[src/hw/rtl/htbd_ram.sv]
// Generic single-write, single-read RAM with registered read data.
module htbd_ram #(
  parameter int unsigned WIDTH = 8,
  parameter int unsigned DEPTH = 16
) (
  input  logic                     clk_i,
  input  logic                     we_i,
  input  logic [$clog2(DEPTH)-1:0] waddr_i,
  input  logic [WIDTH-1:0]         wdata_i,
  input  logic                     re_i,
  input  logic [$clog2(DEPTH)-1:0] raddr_i,
  output logic [WIDTH-1:0]         rdata_o
);

  logic [WIDTH-1:0] mem_q [DEPTH];
  logic [WIDTH-1:0] rdata_q;

  always_ff @(posedge clk_i) begin
    if (we_i) begin
      mem_q[waddr_i] <= wdata_i;
    end
    if (re_i) begin
      rdata_q <= mem_q[raddr_i];
    end
  end

  assign rdata_o = rdata_q;

endmodule

[config.mk]
export PLATFORM = sky130hd
export DESIGN_NAME = htbd_ram
export DESIGN_NICKNAME = d
export VERILOG_FILES = /design/src/hw/rtl/htbd_ram.sv
export SDC_FILE = /design/constraint.sdc
export NUM_CORES = 1
export LEC_CHECK = 0
export ABC_CLOCK_PERIOD_IN_PS = 4450
export BUFFER_PORTS_ARGS = -buffer_cell sky130_fd_sc_hd__buf_4
export CORE_MARGIN = 4
export CORE_UTILIZATION = 55
export DETAILED_ROUTE_END_ITERATION = 10
export GPL_TIMING_DRIVEN = 0
export PLACE_DENSITY = 0.73
export SYNTH_ARGS = -nofsm -noshare
export SYNTH_HDL_FRONTEND = slang
export SYNTH_SLANG_ARGS = --single-unit
[constraint.sdc]
create_clock -name clk_i -period 4.45 [get_ports clk_i]
set_input_delay 0.89 -clock clk_i [delete_from_list [all_inputs] [get_ports clk_i]]
set_output_delay 0.89 -clock clk_i [all_outputs]
set_load 0.005 [all_outputs]
Yosys cells after proc, flatten, opt, wreduce, memory -nomap -nowiden

Memories as Yosys holds them, arrays and structs flattened. A register that Yosys moved wholly into a read port is not among the register bits.
Cells that the tools add are included.

Flip-flop bits (word level): 0
Bits in writable memories: 128
Output and inout port bits: 8
Word-level logic and storage cells: 3
Memories kept: 1

Memories:

| name  | depth | width | rd ports | clocked after Yosys merged registers in | write ports | line | text |
|---|---|---|---|---|---|---|---|
| mem_q | 16    | 8     | 1        | 1                                       | 1           | 15   | `logic [WIDTH-1:0] mem_q [DEPTH];` |

Muxes and demuxes: 2

Operators by type and width:

| kind    | count |
|---|---|
| $mux W1 | 2 |

Longest topological paths before layout

Word-level depth: 2
Mapped depth: 5
Gate-level depth less buffers: 3

Least setup slack after synthesis

No wires, ideal clock.

Path type: input port to flip-flop
Start point: in waddr_i[2]
End point: mem mem_q[0][0], enable pin
Arrival time: 2000 ps
Setup slack: 2067 ps
Stages on the path: 2
Cell sequence: or3b_2 > nor3_1

RTL lines:

| what            | line | text |
|---|---|---|
| start, declared | 8    | `input logic [$clog2(DEPTH)-1:0] waddr_i,` |
| end, declared   | 15   |  |

Straight into the memory's write port.

Worst setup path in the final report

Start point: in waddr_i[2]
End point: mem mem_q[8][4], enable pin

Straight into the memory's write port.

==> flow_metrics.py <==
metrics = {
    "cells_and_area": {
        "synthToLayoutAreaGrowth_pct": 16.6,
        "share_of_layout_cells_above_drive_strength_1_pct": 28.2,
        "layoutNonFillerInstCount": 416,
        "combined_area_of_the_multi_input_logic_cells_um2": 1060,
        "nets": 293,
        "fillerInstances": 594,
        "seqCellArea_um2": 4080,
        "antenna_cells_inserted": 0,
    },
    "clocking": {
        "insertion_delay_ns": 0.51,
        "clock_sink_count": 136,
        "post_cts.resized_instances": 0,
        "cts_tree": "built",
        "post-cts-setup-buffers": 0,
        "numCtsBuffers": 17,
        "cts.path.max_buffers": 2,
        "cts-root-buf": "sky130_fd_sc_hd__clkbuf_8",
        "htree_levels": 4,
        "hold_fix_buffer_count_after_cts": 0,
        "clk_pin_slew_worst_paths_ns": 0.06,
    },
    "power_and_ir_drop": {
        "p_leak_nw": 2.03,
        "vdd_drop_max_mv": 0.302,
        "design_power_total_mw": 2.80,
        "power_density_nw_per_um2": 459,
    },
    "worst_setup_path": {
        "cpPeakStageDelay_ns": 0.97,
        "critical-path-top-delay-family": "simple AND/OR/NAND/NOR gates",
        "worst_ep_arrival_time_ns": 2.24,
        "critPathKind": "in2reg",
        "required_time_at_the_endpoint_of_the_critical_path_ns": 4.57,
        "critical_path.startpoint_type": "primary input",
        "crit_path_cell_trace": "buf_4 -> nand3b_1 -> nor3_1",
        "slowest_stage": "sky130_fd_sc_hd__nor3_1",
        "crit_path_max_fanout": 8,
        "critical_path.endpoint_type": "flop",
        "path_buf_inv": 1,
    },
    "logic_synthesis": {
        "synth_net_count": 248,
        "synthCells": 229,
        "yosysSeqAreaShare_pct": 78.1,
        "synth_warnings": 0,
        "ys_ff_latch": 136,
        "post_synth_xor_area_fraction_pct": 0,
        "post_synth_instance_area_um2": 5230,
        "muxShareOfSynthArea_pct": 14.8,
        "yosys.area_share.simple_pct": 3.14,
        "synth_top_family_by_area": "multiplexers",
        "synthAdderAreaFrac_pct": 0,
        "synth_area_per_cell_um2": 22.8,
        "yosysUniqueCellTypes": 18,
        "share_of_the_synthesized_area_in_compound_gates_ao_oa_aoi_oai_pct": 2.30,
    },
    "routing": {
        "viasPerCell": 5.93,
        "drt_pre_antenna_iters": 5,
        "dr.first_iter.drc_count": 229,
        "routedWlPerCell_um": 23.2,
        "detail_route.wirelength_mm": 9.67,
        "vias": 2465,
        "route.detailed.drc": 0,
        "remaining_antenna_violation_count_after_routing": 0,
    },
    "global_routing": {
        "grt_pass1_wl_mm": 15.3,
        "largest_net_degree_at_the_start_of_global_routing": 17,
        "first_global_vias": 2495,
        "grt_usage_pct": 19.4,
        "grt_overflow_total": 0,
        "initial_antenna_violation_count": 0,
    },
    "timing": {
        "maxSlewHeadroom_pct": 18.3,
        "slew_violations": 0,
        "final-setup-viol-count": 0,
        "final_critical_path_setup_slack_ns": 2.33,
        "post-route-period-util_pct": 47.6,
        "period_needed_ns": 2.12,
        "hold_viol": 0,
        "fmax_mhz": 472,
        "setup_total_negative_slack_ns": 0,
        "max_slew.worst_pin.slew_ns": 1.22,
        "skew_ns": 0.00442,
        "unrepaired_setup_endpoints_after_global_routing": "false",
    },
    "placed_design": {
        "finalWeightedCongestion": 0.727,
        "placedCellCount": 383,
        "dp_hpwl_mm": 6.13,
        "count_of_buffers_inserted_at_the_top_level_ports": 25,
        "dp_slack_ns": 1.46,
    },
    "floorplan": {
        "core_um2": 9240,
        "die_area_um2": 11100,
        "placement_rows": 35,
        "die_height_um": 105,
        "io_pins": 27,
        "die_width_um": 105,
        "starting_density_of_the_core_pct": 56.6,
    },
    "worst_hold_path": {
        "worst_hold_path_type": "in2reg",
    },
    "job": {
        "max_cap_viol_count": 0,
    },
    "run_status": {
        "run_status": "completed",
    },
}
==> path summary, 6_finish.rpt <==
| path | start | endpoint | slack (ns) | depth (start not counted) |
|---|---|---|---|---|
| worst max register to register | mem_q[5][0]$_DFFE_PP_ | rdata_o[0]$_DFFE_PP_ | 2.88 | 3 |
| worst min register to register | mem_q[11][2]$_DFFE_PP_ | rdata_o[2]$_DFFE_PP_ | 0.76 | 3 |
| worst min-delay path | re_i | rdata_o[5]$_DFFE_PP_ | 0.65 | 1 |
| worst max-delay path | waddr_i[2] | mem_q[8][4]$_DFFE_PP_ | 2.33 | 3 |
==> sequential cells by signal (all words and copies together), names as in the netlist <==
name,count
mem_q,128
rdata_o,8
==> synthesized netlist by cell type <==
cell | number | area share [%]
sky130_fd_sc_hd__buf_4 | 1 | 0.14
sky130_fd_sc_hd__buf_6 | 3 | 0.65
sky130_fd_sc_hd__nor2_1 | 13 | 0.93
sky130_fd_sc_hd__mux4_1 | 14 | 7.0
sky130_fd_sc_hd__nor2b_1 | 1 | 0.12
sky130_fd_sc_hd__edfxtp_1 | 136 | 78
sky130_fd_sc_hd__and2b_1 | 1 | 0.14
sky130_fd_sc_hd__nor3_1 | 4 | 0.38
sky130_fd_sc_hd__clkdlybuf4s25_2 | 3 | 0.57
sky130_fd_sc_hd__buf_2 | 3 | 0.29
sky130_fd_sc_hd__nand3_1 | 1 | 0.096
sky130_fd_sc_hd__nand3b_1 | 2 | 0.29
sky130_fd_sc_hd__or3b_2 | 1 | 0.17
sky130_fd_sc_hd__a22oi_1 | 16 | 2.3
sky130_fd_sc_hd__and2_1 | 1 | 0.12
sky130_fd_sc_hd__mux4_2 | 18 | 7.8
sky130_fd_sc_hd__nand2_1 | 9 | 0.65
sky130_fd_sc_hd__nand2b_1 | 2 | 0.24
==> layout by cell type (no fill, tap or decap) <==
cell	netlist	layout
sky130_fd_sc_hd__nand2b_1	2	2
sky130_fd_sc_hd__mux4_2	18	18
sky130_fd_sc_hd__nor3_1	4	4
sky130_fd_sc_hd__clkinv_1	0	2
sky130_fd_sc_hd__and2b_1	1	1
sky130_fd_sc_hd__buf_4	1	27
sky130_fd_sc_hd__nand2_1	9	9
sky130_fd_sc_hd__nor2b_1	1	1
sky130_fd_sc_hd__clkinv_2	0	6
sky130_fd_sc_hd__nand3_1	1	1
sky130_fd_sc_hd__bufinv_16	0	1
sky130_fd_sc_hd__clkdlybuf4s25_2	3	3
sky130_fd_sc_hd__nand3b_1	2	2
sky130_fd_sc_hd__a22oi_1	16	16
sky130_fd_sc_hd__and2_1	1	1
sky130_fd_sc_hd__edfxtp_1	136	136
sky130_fd_sc_hd__buf_2	3	3
sky130_fd_sc_hd__mux4_1	14	14
sky130_fd_sc_hd__clkbuf_8	0	1
sky130_fd_sc_hd__clkinvlp_4	0	2
sky130_fd_sc_hd__clkbuf_1	0	4
sky130_fd_sc_hd__or3b_2	1	1
sky130_fd_sc_hd__buf_6	3	3
sky130_fd_sc_hd__nor2_1	13	13
sky130_fd_sc_hd__clkbuf_16	0	16
==> kinds of logic (layout without fill, tap and decap cells) <==
| group | count (synthesis) | count (layout) |
|---|---|---|
| flops | 136 | 136 |
| buf+inv | 10 | 68 |
| compound gates | 16 | 16 |
| mux | 32 | 32 |
| simple gates | 35 | 35 |
==> metrics by stage <==
stage / hold WS (ns) / cell area [um2] / utilization (%)
3_5_place_dp: 0.744 / 5580 / 60.4
3_3_place_gp: 0.735 / 5580 / 60.4
5_1_grt: 0.641 / 6100 / 66.0
4_1_cts: 0.639 / 6090 / 65.9
2_1_floorplan: 0.705 / 5230 / -
6_report: 0.653 / 6100 / 66.0
==> report_power, final <==
part           switching, mW  internal (mW)  total, mW
combinational         0.0779         0.0633      0.141
sequential           0.00652           1.44       1.45
clock                  0.480          0.728       1.21
==> per-layer routing <==
| metal | vias to the layer above | wire length [um] | global-route usage (%) |
|---|---|---|---|
| met5 | - | 0 | 0 |
| met3 | 10 | 816 | 5.70 |
| met4 | 0 | 127 | 6.11 |
| met1 | 1258 | 3940 | 27.3 |
| li1 | 1070 | - | - |
| met2 | 127 | 4790 | 29.9 |
==> final cells by class <==
type,count,area share [%]
sequential,136,67.0
multi-input combinational,83,17.3
clock buffer,21,7.04
timing repair buffer,26,3.20
tap,129,2.65
buffer,10,1.42
clock inverter,11,1.35
Power figures use the tool's default switching activity.
