### src/hw/rtl/htbd_pkg.sv
// Shared types, constants and control store of the Huffman tree bit decoder.
package htbd_pkg;

  localparam int unsigned MaxNodesDef   = 512;
  localparam int unsigned SymbolBitsDef = 16;

  localparam int unsigned IdxW  = 9;
  localparam int unsigned SymW  = 16;
  localparam int unsigned ByteW = 8;
  localparam int unsigned BitW  = $clog2(ByteW);

  localparam logic [BitW-1:0] FirstBit = BitW'(ByteW - 1);

  localparam logic REQ_WRITE  = 1'b0;
  localparam logic REQ_DECODE = 1'b1;

  typedef enum logic [3:0] {
    STEP_IDLE  = 4'b0001,
    STEP_WALK  = 4'b0010,
    STEP_TEST  = 4'b0100,
    STEP_FLUSH = 4'b1000
  } step_e;

  typedef enum logic [1:0] {
    COND_ALWAYS = 2'd0,
    COND_DECODE = 2'd1,
    COND_DONE   = 2'd2
  } cond_e;

  typedef struct packed {
    logic  rdy;
    logic  walk;
    logic  test;
    logic  flush;
    cond_e cond;
    step_e go;
    step_e alt;
  } ctrl_t;

  typedef struct packed {
    logic decode;
    logic done;
    logic hold;
  } stat_t;

  function automatic ctrl_t ucode(step_e step);
    ctrl_t w;
    w = '{rdy: 1'b0, walk: 1'b0, test: 1'b0, flush: 1'b0,
          cond: COND_ALWAYS, go: STEP_IDLE, alt: STEP_IDLE};
    unique case (step)
      STEP_IDLE: begin
        w.rdy  = 1'b1;
        w.cond = COND_DECODE;
        w.go   = STEP_WALK;
        w.alt  = STEP_IDLE;
      end
      STEP_WALK: begin
        w.walk = 1'b1;
        w.cond = COND_ALWAYS;
        w.go   = STEP_TEST;
        w.alt  = STEP_TEST;
      end
      STEP_TEST: begin
        w.test = 1'b1;
        w.cond = COND_DONE;
        w.go   = STEP_FLUSH;
        w.alt  = STEP_WALK;
      end
      STEP_FLUSH: begin
        w.flush = 1'b1;
        w.cond  = COND_ALWAYS;
        w.go    = STEP_IDLE;
        w.alt   = STEP_IDLE;
      end
      default: begin
        w.rdy  = 1'b1;
        w.cond = COND_ALWAYS;
      end
    endcase
    return w;
  endfunction

endpackage

### src/hw/rtl/htbd_useq.sv
// Microcode sequencer: step register, control store lookup and next-step select.
module htbd_useq (
  input  logic            clk_i,
  input  logic            rst_ni,
  input  htbd_pkg::stat_t stat_i,
  output htbd_pkg::ctrl_t ctrl_o
);
  import htbd_pkg::*;

  step_e step_q, step_d;
  logic  take;

  assign ctrl_o = ucode(step_q);

  always_comb begin
    case (ctrl_o.cond)
      COND_ALWAYS: take = 1'b1;
      COND_DECODE: take = stat_i.decode;
      COND_DONE:   take = stat_i.done;
      default:     take = 1'b1;
    endcase
    if (stat_i.hold) begin
      step_d = step_q;
    end else if (take) begin
      step_d = ctrl_o.go;
    end else begin
      step_d = ctrl_o.alt;
    end
  end

  always_ff @(posedge clk_i or negedge rst_ni) begin
    if (!rst_ni) begin
      step_q <= STEP_IDLE;
    end else begin
      step_q <= step_d;
    end
  end

endmodule

### config.mk
export PLATFORM = sky130hd
export DESIGN_NAME = htbd_useq
export DESIGN_NICKNAME = d
export VERILOG_FILES = /design/src/hw/rtl/htbd_pkg.sv /design/src/hw/rtl/htbd_useq.sv
export SDC_FILE = /design/constraint.sdc
export NUM_CORES = 1
export LEC_CHECK = 0
export ABC_CLOCK_PERIOD_IN_PS = 2400
export BUFFER_PORTS_ARGS = -buffer_cell sky130_fd_sc_hd__clkbuf_2
export CORE_AREA = 2 2 39 41
export DETAILED_ROUTE_END_ITERATION = 6
export DIE_AREA = 0 0 41 43
export GPL_TIMING_DRIVEN = 0
export HOLD_SLACK_MARGIN = 0.15
export PLACE_DENSITY = 0.55
export SYNTH_ARGS = -nofsm -noshare
export SYNTH_HDL_FRONTEND = slang
export SYNTH_SLANG_ARGS = --single-unit
### constraint.sdc
create_clock -name clk_i -period 2.4 [get_ports clk_i]
set_input_delay 0.6 -clock clk_i [delete_from_list [all_inputs] [get_ports clk_i]]
set_output_delay 0.6 -clock clk_i [all_outputs]
set_load 0.03 [all_outputs]
# Yosys cells after proc, flatten, opt, wreduce, memory -nomap -nowiden

Cells that the tools add are included.

Equal/unequal tests: 6
Order comparisons: 0
Add/sub/neg operators: 0
Mux-type cells: 8
$mul: 0
Reductions and logical operators: 1
Shift operators: 0
Bitwise gates (word level): 0
Div/mod/pow operators: 0

Operator list:

| cell                 | count |
|---|---|
| $pmux W8 S3          | 1 |
| $eq A4 B1 Y1 const B | 1 |
| $eq A4 B2 Y1 const B | 1 |
| $eq A4 B3 Y1 const B | 1 |
| $eq A4 B4 Y1 const B | 1 |
| $mux W1              | 4 |
| $mux W4              | 1 |
| $pmux W2 S2          | 1 |
| $reduce_or A3 Y1     | 1 |
| $eq A2 B1 Y1 const B | 1 |
| $eq A2 B2 Y1 const B | 1 |
| $pmux W1 S2          | 1 |

Bits of input ports: 5
ROM bits: 0
RAM bits: 0
Register bits: 4
Output and inout bits: 14
Memories kept: 0
Bits in latches: 0

# Logic depth before layout (Yosys ltp)

Gate-level depths: netlist of the first run.

Depth in word-level cells: 5
Mapped depth: 7
Depth with buffers taken out: 6

# Least setup slack after synthesis of the first run

No wires, ideal clock.

Kind: flip-flop to output port
Start point: register step_q[2]
End point: output port ctrl_o[13] (netlist name)
Data required time: 1,800 ps
Path buffers: 0
Cell stages (with the launch flop): 3
Setup slack: -153 ps
Data arrival time: 1,953 ps
Path through: dfrtp_1 nor4b_1 nor2_1

RTL lines:

| element                | line            | source |
|---|---|---|
| from (decl)            | htbd_useq.sv:10 | `step_e step_q, step_d;` |
| from (signal assigned) | htbd_useq.sv:35 | `step_q <= step_d;` |
| to (decl)              | htbd_useq.sv:6  | `output htbd_pkg::ctrl_t ctrl_o` |

==> out/qor_table.md, run 1 <==
| Metric | Reported |
|:---|:---|
| Count of unresolved DRC violations after routing | 0 |
| Vias after detailed routing | 339 |
| Share of cell area taken by muxes after synthesis | 0% |
| Sink count of the clock tree | 4 |
| Largest area contributor in the synthesized netlist | sky130_fd_sc_hd__dfrtp_1 |
| Antenna violations before repair | 0 |
| Die area | 1760 sq um |
| Maximum clock skew at final layout | 0.00495 ns |
| Slowest stage cell on the critical path | sky130_fd_sc_hd__dfstp_2 |
| Synthesized cell area | 337 sq um |
| Total Negative Setup Slacks | 0 ns |
| TritonCTS clock tree | built |
| Commonest cells in the synthesized netlist | sky130_fd_sc_hd__inv_1 (6), sky130_fd_sc_hd__buf_4 (5), sky130_fd_sc_hd__nor2_1 (4) |
| Endpoint required time on the critical path | 1.80 ns |
| Endpoint kind of the worst setup timing path | output pin |
| Achievable Freq | 423 MHz |
| Io pins | 19 |
| Hold Vio Cnt, Final | 0 |
| Final min period | 2.36 ns |
| Clock network fraction of design power | 12.8% |
| First-pass GRT wire length | 1100 microns |
| Fraction of the mapped netlist area in compound gates | 12.6% |
| Gate family responsible for the most delay along the worst path | simple AND/OR/NAND/NOR gates |
| Post-Synthesis Cells | 40 |
| Number of max-cap violations | 0 |
| Count of input and output buffers | 17 |
| Total CTS buffers | 3 |
| Cell row count | 14 |
| Count leader, synth | sky130_fd_sc_hd__inv_1 |
| Buf+Inv Stages, Crit Path | 2 |
| Diodes inserted | 0 |
| Count of nets after finishing | 74 |
| Initial detailed-routing violation count | 2 |
| Series of cell instances along the critical path | or4b_4 -> buf_6 -> ha_1 -> nor2_1 -> buf_4 |
| Drt via density | 4.19 |
| RSZ-0062 raised after global routing | true |
| Fin. max-slew vios | 0 |
| Leakage dissipation | 0.308 nW |
| Gpl congestion | 0.651 |
| Area share of and/or/nand/nor cells after synthesis | 24.5% |
| Portion of the post-synthesis area used by sequential elements | 30.1% |
| Run status | finished, final reports clean |
| Maximum number of buffers from clock root to sink | 2 |
| Number of detailed-routing iterations run before antenna repair | 2 |
| Layout-stage area growth over the synthesis result | 59.1% |
| Largest driver fanout on the critical path | 3 |
| Category of the worst setup path launch point | flop |
| Core outline area | 1380 sq um |
| Critical path class | reg2out |
| Switching Share | 47.4% |
| Main combinational cell family by area after synthesis | simple AND/OR/NAND/NOR gates |
| Final setup fails | 0 |
| Logic gate share of total power | 71.2% |
| Avg Synthesized Cell Area | 8.41 sq um |
| Aggregate routed wire length | 705 microns |
| Power density of the placed cells | 1380 nW/um^2 |
| Worst Hold Class | reg2reg |
| Largest register FFs | 4 |
| Largest reg by FF count | step_q |
| Total nets after synthesis | 48 |
| H-Tree Level Count | 1 |
| Post-route fraction of the period consumed by the critical path | 98.4% |
| Global-route usage over all layers | 9.16% |
| Number of synthesized register bits | 4 |
| Estimated wirelength of the detail-placed design | 527 microns |
| Number of unique standard cell types used by synthesis | 21 |
| Initial cell density of the core | 24.3% |
| P_int | 0.000388 W |
| Area taken by flip-flops and latches | 101 sq um |
| Part of the total power dissipated in sequential elements | 16.0% |
| CTS Root Buffer Type | sky130_fd_sc_hd__clkbuf_4 |
| Skew-Pair Late Insertion Delay | 0.24 ns |
| Congestion Overflow GR | 0 |
| Delay contributed by the slowest stage of the critical path | 0.53 ns |
| Number of flops mapped to enable cells by yosys | 0 |
| Fill cell total of the finished layout | 158 |
| Ys async rst share | 100% |
| Chip height | 43 microns |
| Arrival time at the worst endpoint | 1.76 ns |
| Net switching component of the power | 0.000350 W |
| Routed length per instance | 8.70 microns |
| Xor and xnor fraction of the mapped netlist area | 0% |
| Area share of the largest cell type after synthesis | 22.3% |
| Clock transition at the register clock pins on the worst setup and hold paths after CTS | 0.04 ns |
| Top Registers | step_q: 4 flops |
| Yosys warnings | 0 |
| Maximum number of pins on one net before global-route repair | 9 |
| Via count of the first global-routing pass | 275 |
| Area occupied by multi-input gates | 186 sq um |
| Most used DFF post-synth | sky130_fd_sc_hd__dfrtp_1 |
| Final Hold Slack | 0.573 ns |
| Largest cells by area after synthesis | sky130_fd_sc_hd__dfrtp_1 (22%), sky130_fd_sc_hd__buf_4 (11%), sky130_fd_sc_hd__ha_1 (11%), sky130_fd_sc_hd__dfstp_2 (7.8%), sky130_fd_sc_hd__inv_1 (6.7%) |
| Worst vdd rail ir drop | 0.451 mV |
| Die boundary width | 41 microns |
| Adder-cell share of the synthesized area | 11.2% |
| Remaining antenna violation count after routing | 0 |
| Share of final-layout standard cells stronger than drive strength 1 | 58.5% |
routing by layer:
| metal | GRT usage (%) | up-vias | routed length, microns |
|---|---|---|---|
| met5 | 0 | - | 0 |
| met4 | 6.00 | 0 | 0 |
| met3 | 1.57 | 0 | 61 |
| met2 | 13.1 | 17 | 328 |
| met1 | 12.0 | 148 | 315 |
| li1 | - | 174 | - |
logic make-up (layout without fill, tap and decap cells):
family,count (synthesis),count (layout)
AOI/OAI and AO/OA,5,5
adders and majority gates,3,3
buffers and inverters,13,38
DFF,4,4
other,1,1
and+or+nand+nor,14,14
timing repair:
item	in CTS	in global routing
setup endpoints to repair	4	8
cloned	0	0
endpoints found under the hold margin	0	1
setup buffers	4	0
gates resized for setup	6	8
hold buffers	0	1
pin swaps	1	0
layout by cell type, fill, tap and decap left out:
master                          Yosys  routed
sky130_fd_sc_hd__a22oi_1            1       1
sky130_fd_sc_hd__nand2_2            0       1
sky130_fd_sc_hd__a221o_1            1       1
sky130_fd_sc_hd__nor2b_1            1       1
sky130_fd_sc_hd__or4b_4             0       3
sky130_fd_sc_hd__a211oi_2           1       1
sky130_fd_sc_hd__dfrtp_1            3       3
sky130_fd_sc_hd__nand2_1            3       2
sky130_fd_sc_hd__o31ai_1            1       1
sky130_fd_sc_hd__dlygate4sd3_1      0       1
sky130_fd_sc_hd__buf_6              0       1
sky130_fd_sc_hd__inv_2              0       1
sky130_fd_sc_hd__o21ai_0            1       1
sky130_fd_sc_hd__inv_1              6       5
sky130_fd_sc_hd__clkbuf_1           1       1
sky130_fd_sc_hd__clkbuf_2           0      13
sky130_fd_sc_hd__and2_1             1       1
sky130_fd_sc_hd__dfstp_2            1       1
sky130_fd_sc_hd__nor4b_2            0       1
sky130_fd_sc_hd__buf_4              5      11
sky130_fd_sc_hd__conb_1             1       1
sky130_fd_sc_hd__nor2_1             4       4
sky130_fd_sc_hd__clkbuf_4           0       3
sky130_fd_sc_hd__nor3_1             1       1
sky130_fd_sc_hd__buf_2              1       2
sky130_fd_sc_hd__ha_1               3       3
worst register-to-register path, cell delays in order, from the launching register on:
cell and delay [ns]:
sky130_fd_sc_hd__dfstp_2 0.53, sky130_fd_sc_hd__or4b_4 0.46, sky130_fd_sc_hd__buf_6 0.13, sky130_fd_sc_hd__buf_4 0.14, sky130_fd_sc_hd__inv_2 0.05, sky130_fd_sc_hd__ha_1 0.13, sky130_fd_sc_hd__a22oi_1 0.08, sky130_fd_sc_hd__and2_1 0.19
sky130_fd_sc_hd__a221o_1 0.30
through the flow:
| step | instance area (sq um) | total power, W | std cells | setup WS, ns | utilization [%] |
|---|---|---|---|---|---|
| finish | 536 | 0.000738 | 81 | 0.0384 | 38.7 |
| global route | 536 | 0.000799 | 81 | -0.0274 | 38.7 |
| CTS | 519 | 0.000727 | 80 | 0.000514 | 37.5 |
| detailed placement | 448 | 0.000535 | 73 | 0.180 | 32.4 |
| global placement | 448 | 0.000534 | 73 | 0.172 | 32.4 |
| floorplan | 343 | 0.000435 | 40 | 0.0985 | - |
layout make-up:
type                            instances  share of cell area [%]
Multi-Input combinational cell         23                    34.8
Timing Repair Buffer                   22                    24.3
Sequential cell                         4                    18.9
Buffer                                  6                    9.11
Clock buffer                            4                    4.91
Inverter                                6                    4.21
Tap cell                               16                    3.74
power groups by stage:
stage	clock network, W	logic (W)	registers, W
2_1_floorplan	0	0.000320	0.000115
3_5_place_dp	0	0.000414	0.000122
6_report	0.0000942	0.000526	0.000118
4_1_cts	0.0000976	0.000512	0.000117
5_1_grt	0.000106	0.000570	0.000123
3_3_place_gp	0	0.000412	0.000122
path summary, 6_finish.rpt:
path | depth (start not counted) | slack (ns) | end | from
setup / recovery | 5 | 0.04 | ctrl_o[8] | step_q[0]
hold / removal | 2 | 0.57 | step_q[3] | step_q[3]
setup reg to reg | 8 | 0.29 | step_q[1] | step_q[0]
hold reg to reg | 2 | 0.57 | step_q[3] | step_q[3]
max in group asynchronous | 2 | 1.50 | step_q[0] | rst_ni
min in group asynchronous | 2 | 0.69 | step_q[1] | rst_ni
Note: power is estimated with default switching activity, not from simulation.
==> run 2, diff against run 1 <==
CELL_PAD_IN_SITES_DETAIL_PLACEMENT = 2   (was unset)
CELL_PAD_IN_SITES_GLOBAL_PLACEMENT = 2   (was unset)
CORE_AREA = unset   (was 2 2 39 41)
CORE_UTILIZATION = 21   (was unset)
DIE_AREA = unset   (was 0 0 41 43)
PLACE_DENSITY = 0.77   (was 0.55)
==> out/qor_table.md, run 2 (synthesis gave the netlist of run 1 again) <==
| Metric | Reported | vs previous |
|:---|:---|:---|
| Run status | complete, but fails checks |  |
| Violated checks | DRC |  |
| Estimated wirelength of the detail-placed design | 694 microns | +32% |
| Most common cell after layout, fill and taps aside | sky130_fd_sc_hd__clkbuf_2 |  |
| Start of the worst register-to-register path | step_q[3] |  |
| Arrival time at the worst endpoint | 1.77 ns | about the same |
| Largest register FFs | 4 | unchanged |
| Fin. max-slew vios | 0 | unchanged |
| Post-detailed-placement cell area | 448 sq um | unchanged |
| CTS Root Buffer Type | sky130_fd_sc_hd__clkbuf_4 |  |
| Slowest stage cell on the critical path | sky130_fd_sc_hd__or4b_4 |  |
| Power density of the placed cells | 1350 nW/um^2 | -2.3% |
| Skew-Pair Late Insertion Delay | 0.24 ns | about the same |
| Aggregate routed wire length | 905 microns | +28% |
| Total power consumption of the routed design | 0.000687 W | -6.9% |
| Worst setup slack after layout | 0.0258 ns | -0.0126 ns |
| First-pass GRT wire length | 1610 microns | +46% |
| Area occupied by multi-input gates | 189 sq um | +1.3% |
| Antenna violations before repair | 0 | unchanged |
| Die area | 1770 sq um | +0.22% |
| Final setup fails | 0 | unchanged |
| Chip height | 42.0 microns | -2.2% |
| Gate family responsible for the most delay along the worst path | simple AND/OR/NAND/NOR gates |  |
| Number of cells on the worst reg-to-reg path | 6 | -2 |
| Fill cell total of the finished layout | 182 | +15% |
| Share of final-layout standard cells stronger than drive strength 1 | 55.7% | -2.7 points |
| Drt via density | 4.44 | +6.1% |
| Number of detailed-routing iterations run before antenna repair | 6 | +4 |
| Leading cell types in the layout, fill and taps excluded | sky130_fd_sc_hd__clkbuf_2 (15), sky130_fd_sc_hd__buf_4 (7), sky130_fd_sc_hd__inv_1 (6) |  |
| Final min period | 2.37 ns | +0.0126 ns |
| Delay contributed by the slowest stage of the critical path | 0.61 ns | +0.08 ns |
| Worst reg2reg path endpoint | step_q[1] |  |
| Hold Vio Cnt, Final | 0 | unchanged |
| Critical path class | reg2out |  |
| Top Registers | step_q: 4 flops |  |
| Count of nets after finishing | 70 | -5.4% |
| Io pins | 19 | unchanged |
| Diodes inserted | 0 | unchanged |
| Endpoint required time on the critical path | 1.80 ns | about the same |
| Number of max-cap violations | 0 | unchanged |
| Worst slack at placement | 0.158 ns | -0.0220 ns |
| Category of the worst setup path launch point | flop |  |
| Worst vdd rail ir drop | 0.330 mV | -27% |
| Cell row count | 14 | unchanged |
| Largest reg by FF count | step_q |  |
| Initial cell density of the core | 22.3% | -2.0 points |
| Area taken by flip-flops and latches | 101 sq um | unchanged |
| Maximum number of pins on one net before global-route repair | 9 | unchanged |
| Layout-stage area growth over the synthesis result | 51.7% |  |
| Initial detailed-routing violation count | 4 | +2 |
| Leakage dissipation | 0.292 nW | -5.4% |
| Post-route fraction of the period consumed by the critical path | 98.9% | +0.53 points |
| Design area | 510 sq um | -4.7% |
| Core outline area | 1510 sq um | +8.9% |
| Global-route usage over all layers | 11.8% | +2.7 points |
| Total CTS buffers | 3 | unchanged |
| Register-to-register path setup slack | 0.35 ns | +0.06 ns |
| Sink count of the clock tree | 4 | unchanged |
| Maximum clock skew at final layout | 0.00746 ns | +0.00252 ns |
| Count of unresolved DRC violations after routing | 1 | +1 |
| Final design utilization | 33.9% | -4.8 points |
| Endpoint kind of the worst setup timing path | output pin |  |
| Via count of the first global-routing pass | 377 | +37% |
| Buf+Inv Stages, Crit Path | 1 | -1 |
| Congestion Overflow GR | 0 | unchanged |
| Series of cell instances along the critical path | or4b_4 -> ha_1 -> nor2_2 -> clkbuf_8 |  |
| Cell count of the worst hold path | 2 | unchanged |
| Remaining antenna violation count after routing | 0 | unchanged |
| Gpl congestion | 0.718 | +10% |
| Die boundary width | 42.0 microns | +2.5% |
| Maximum number of buffers from clock root to sink | 2 | unchanged |
| TritonCTS clock tree | built |  |
| Largest driver fanout on the critical path | 6 | +3 |
| Clock transition at the register clock pins on the worst setup and hold paths after CTS | 0.04 ns | about the same |
| RSZ-0062 raised after global routing | true |  |
| Hold Crit Endpoint | step_q[2] |  |
| Worst hold path startpoint | step_q[2] |  |
| Routed length per instance | 11.8 microns | +35% |
| H-Tree Level Count | 1 | unchanged |
| Vias after detailed routing | 342 | +0.88% |
| Achievable Freq | 421 MHz | -0.53% |
| Count of input and output buffers | 17 | unchanged |
| Worst Hold Class | reg2reg |  |
==> run 2: metal layers <==
layer  wire length [microns]  share of wire [%]  global-route usage, %
met5                       0                  0                      0
met4                       0                  0                   5.63
met3                      31                3.4                   2.59
met2                     496                 55                   21.3
met1                     377                 42                   13.2
==> run 2: area by class of cell <==
type | instances | area share, %
Timing Repair Buffer | 19 | 22.3
Multi-Input combinational cell | 23 | 37.0
Clock buffer | 4 | 5.15
Sequential cell | 4 | 19.9
Buffer | 5 | 7.35
Inverter | 6 | 4.41
Tap cell | 16 | 3.92
==> run 2: repair_timing <==
action / CTS / global route
endpoints found under the hold margin: 0 / 2
resized for setup: 7 / 3
pin swaps: 1 / 1
hold buffers: 0 / 1
buffers inserted: 1 / 0
setup endpoints to repair: 7 / 5
==> run 2: worst max path at each step <==
stage | startpoint | depth (start not counted) | to | slack [ns]
final | step_q[3] | 4 | ctrl_o[8] | 0.03
after global routing | step_q[0] | 5 | ctrl_o[8] | -0.04
after CTS | step_q[0] | 5 | ctrl_o[8] | -0.02
after detailed placement | step_q[3] | 5 | ctrl_o[8] | 0.16
after global placement | step_q[3] | 5 | ctrl_o[8] | 0.17
after floorplan | step_q[0] | 4 | ctrl_o[8] | 0.1
==> run 2: worst register-to-register path, stage by stage, from the launching register on <==
cell,delay (ns)
sky130_fd_sc_hd__dfrtp_1,0.42
sky130_fd_sc_hd__or4b_4,0.61
sky130_fd_sc_hd__inv_1,0.16
sky130_fd_sc_hd__ha_1,0.17
sky130_fd_sc_hd__a22oi_1,0.10
sky130_fd_sc_hd__and2_1,0.19
sky130_fd_sc_hd__a221o_1,0.29
==> run 2: through the flow <==
stage	cells	hold slack, ns	setup TNS, ns
detailed placement	73	0.408	0
global placement	73	0.405	0
global route	77	0.653	-0.0385
CTS	77	0.153	-0.0184
finish	77	0.597	0
floorplan	40	0.304	0
==> run 2: power by group <==
group | total (W) | internal, W | switching [W]
clock network | 0.0000931 | 0.0000626 | 0.0000305
logic | 0.000473 | 0.000180 | 0.000294
registers | 0.000121 | 0.0000952 | 0.0000257
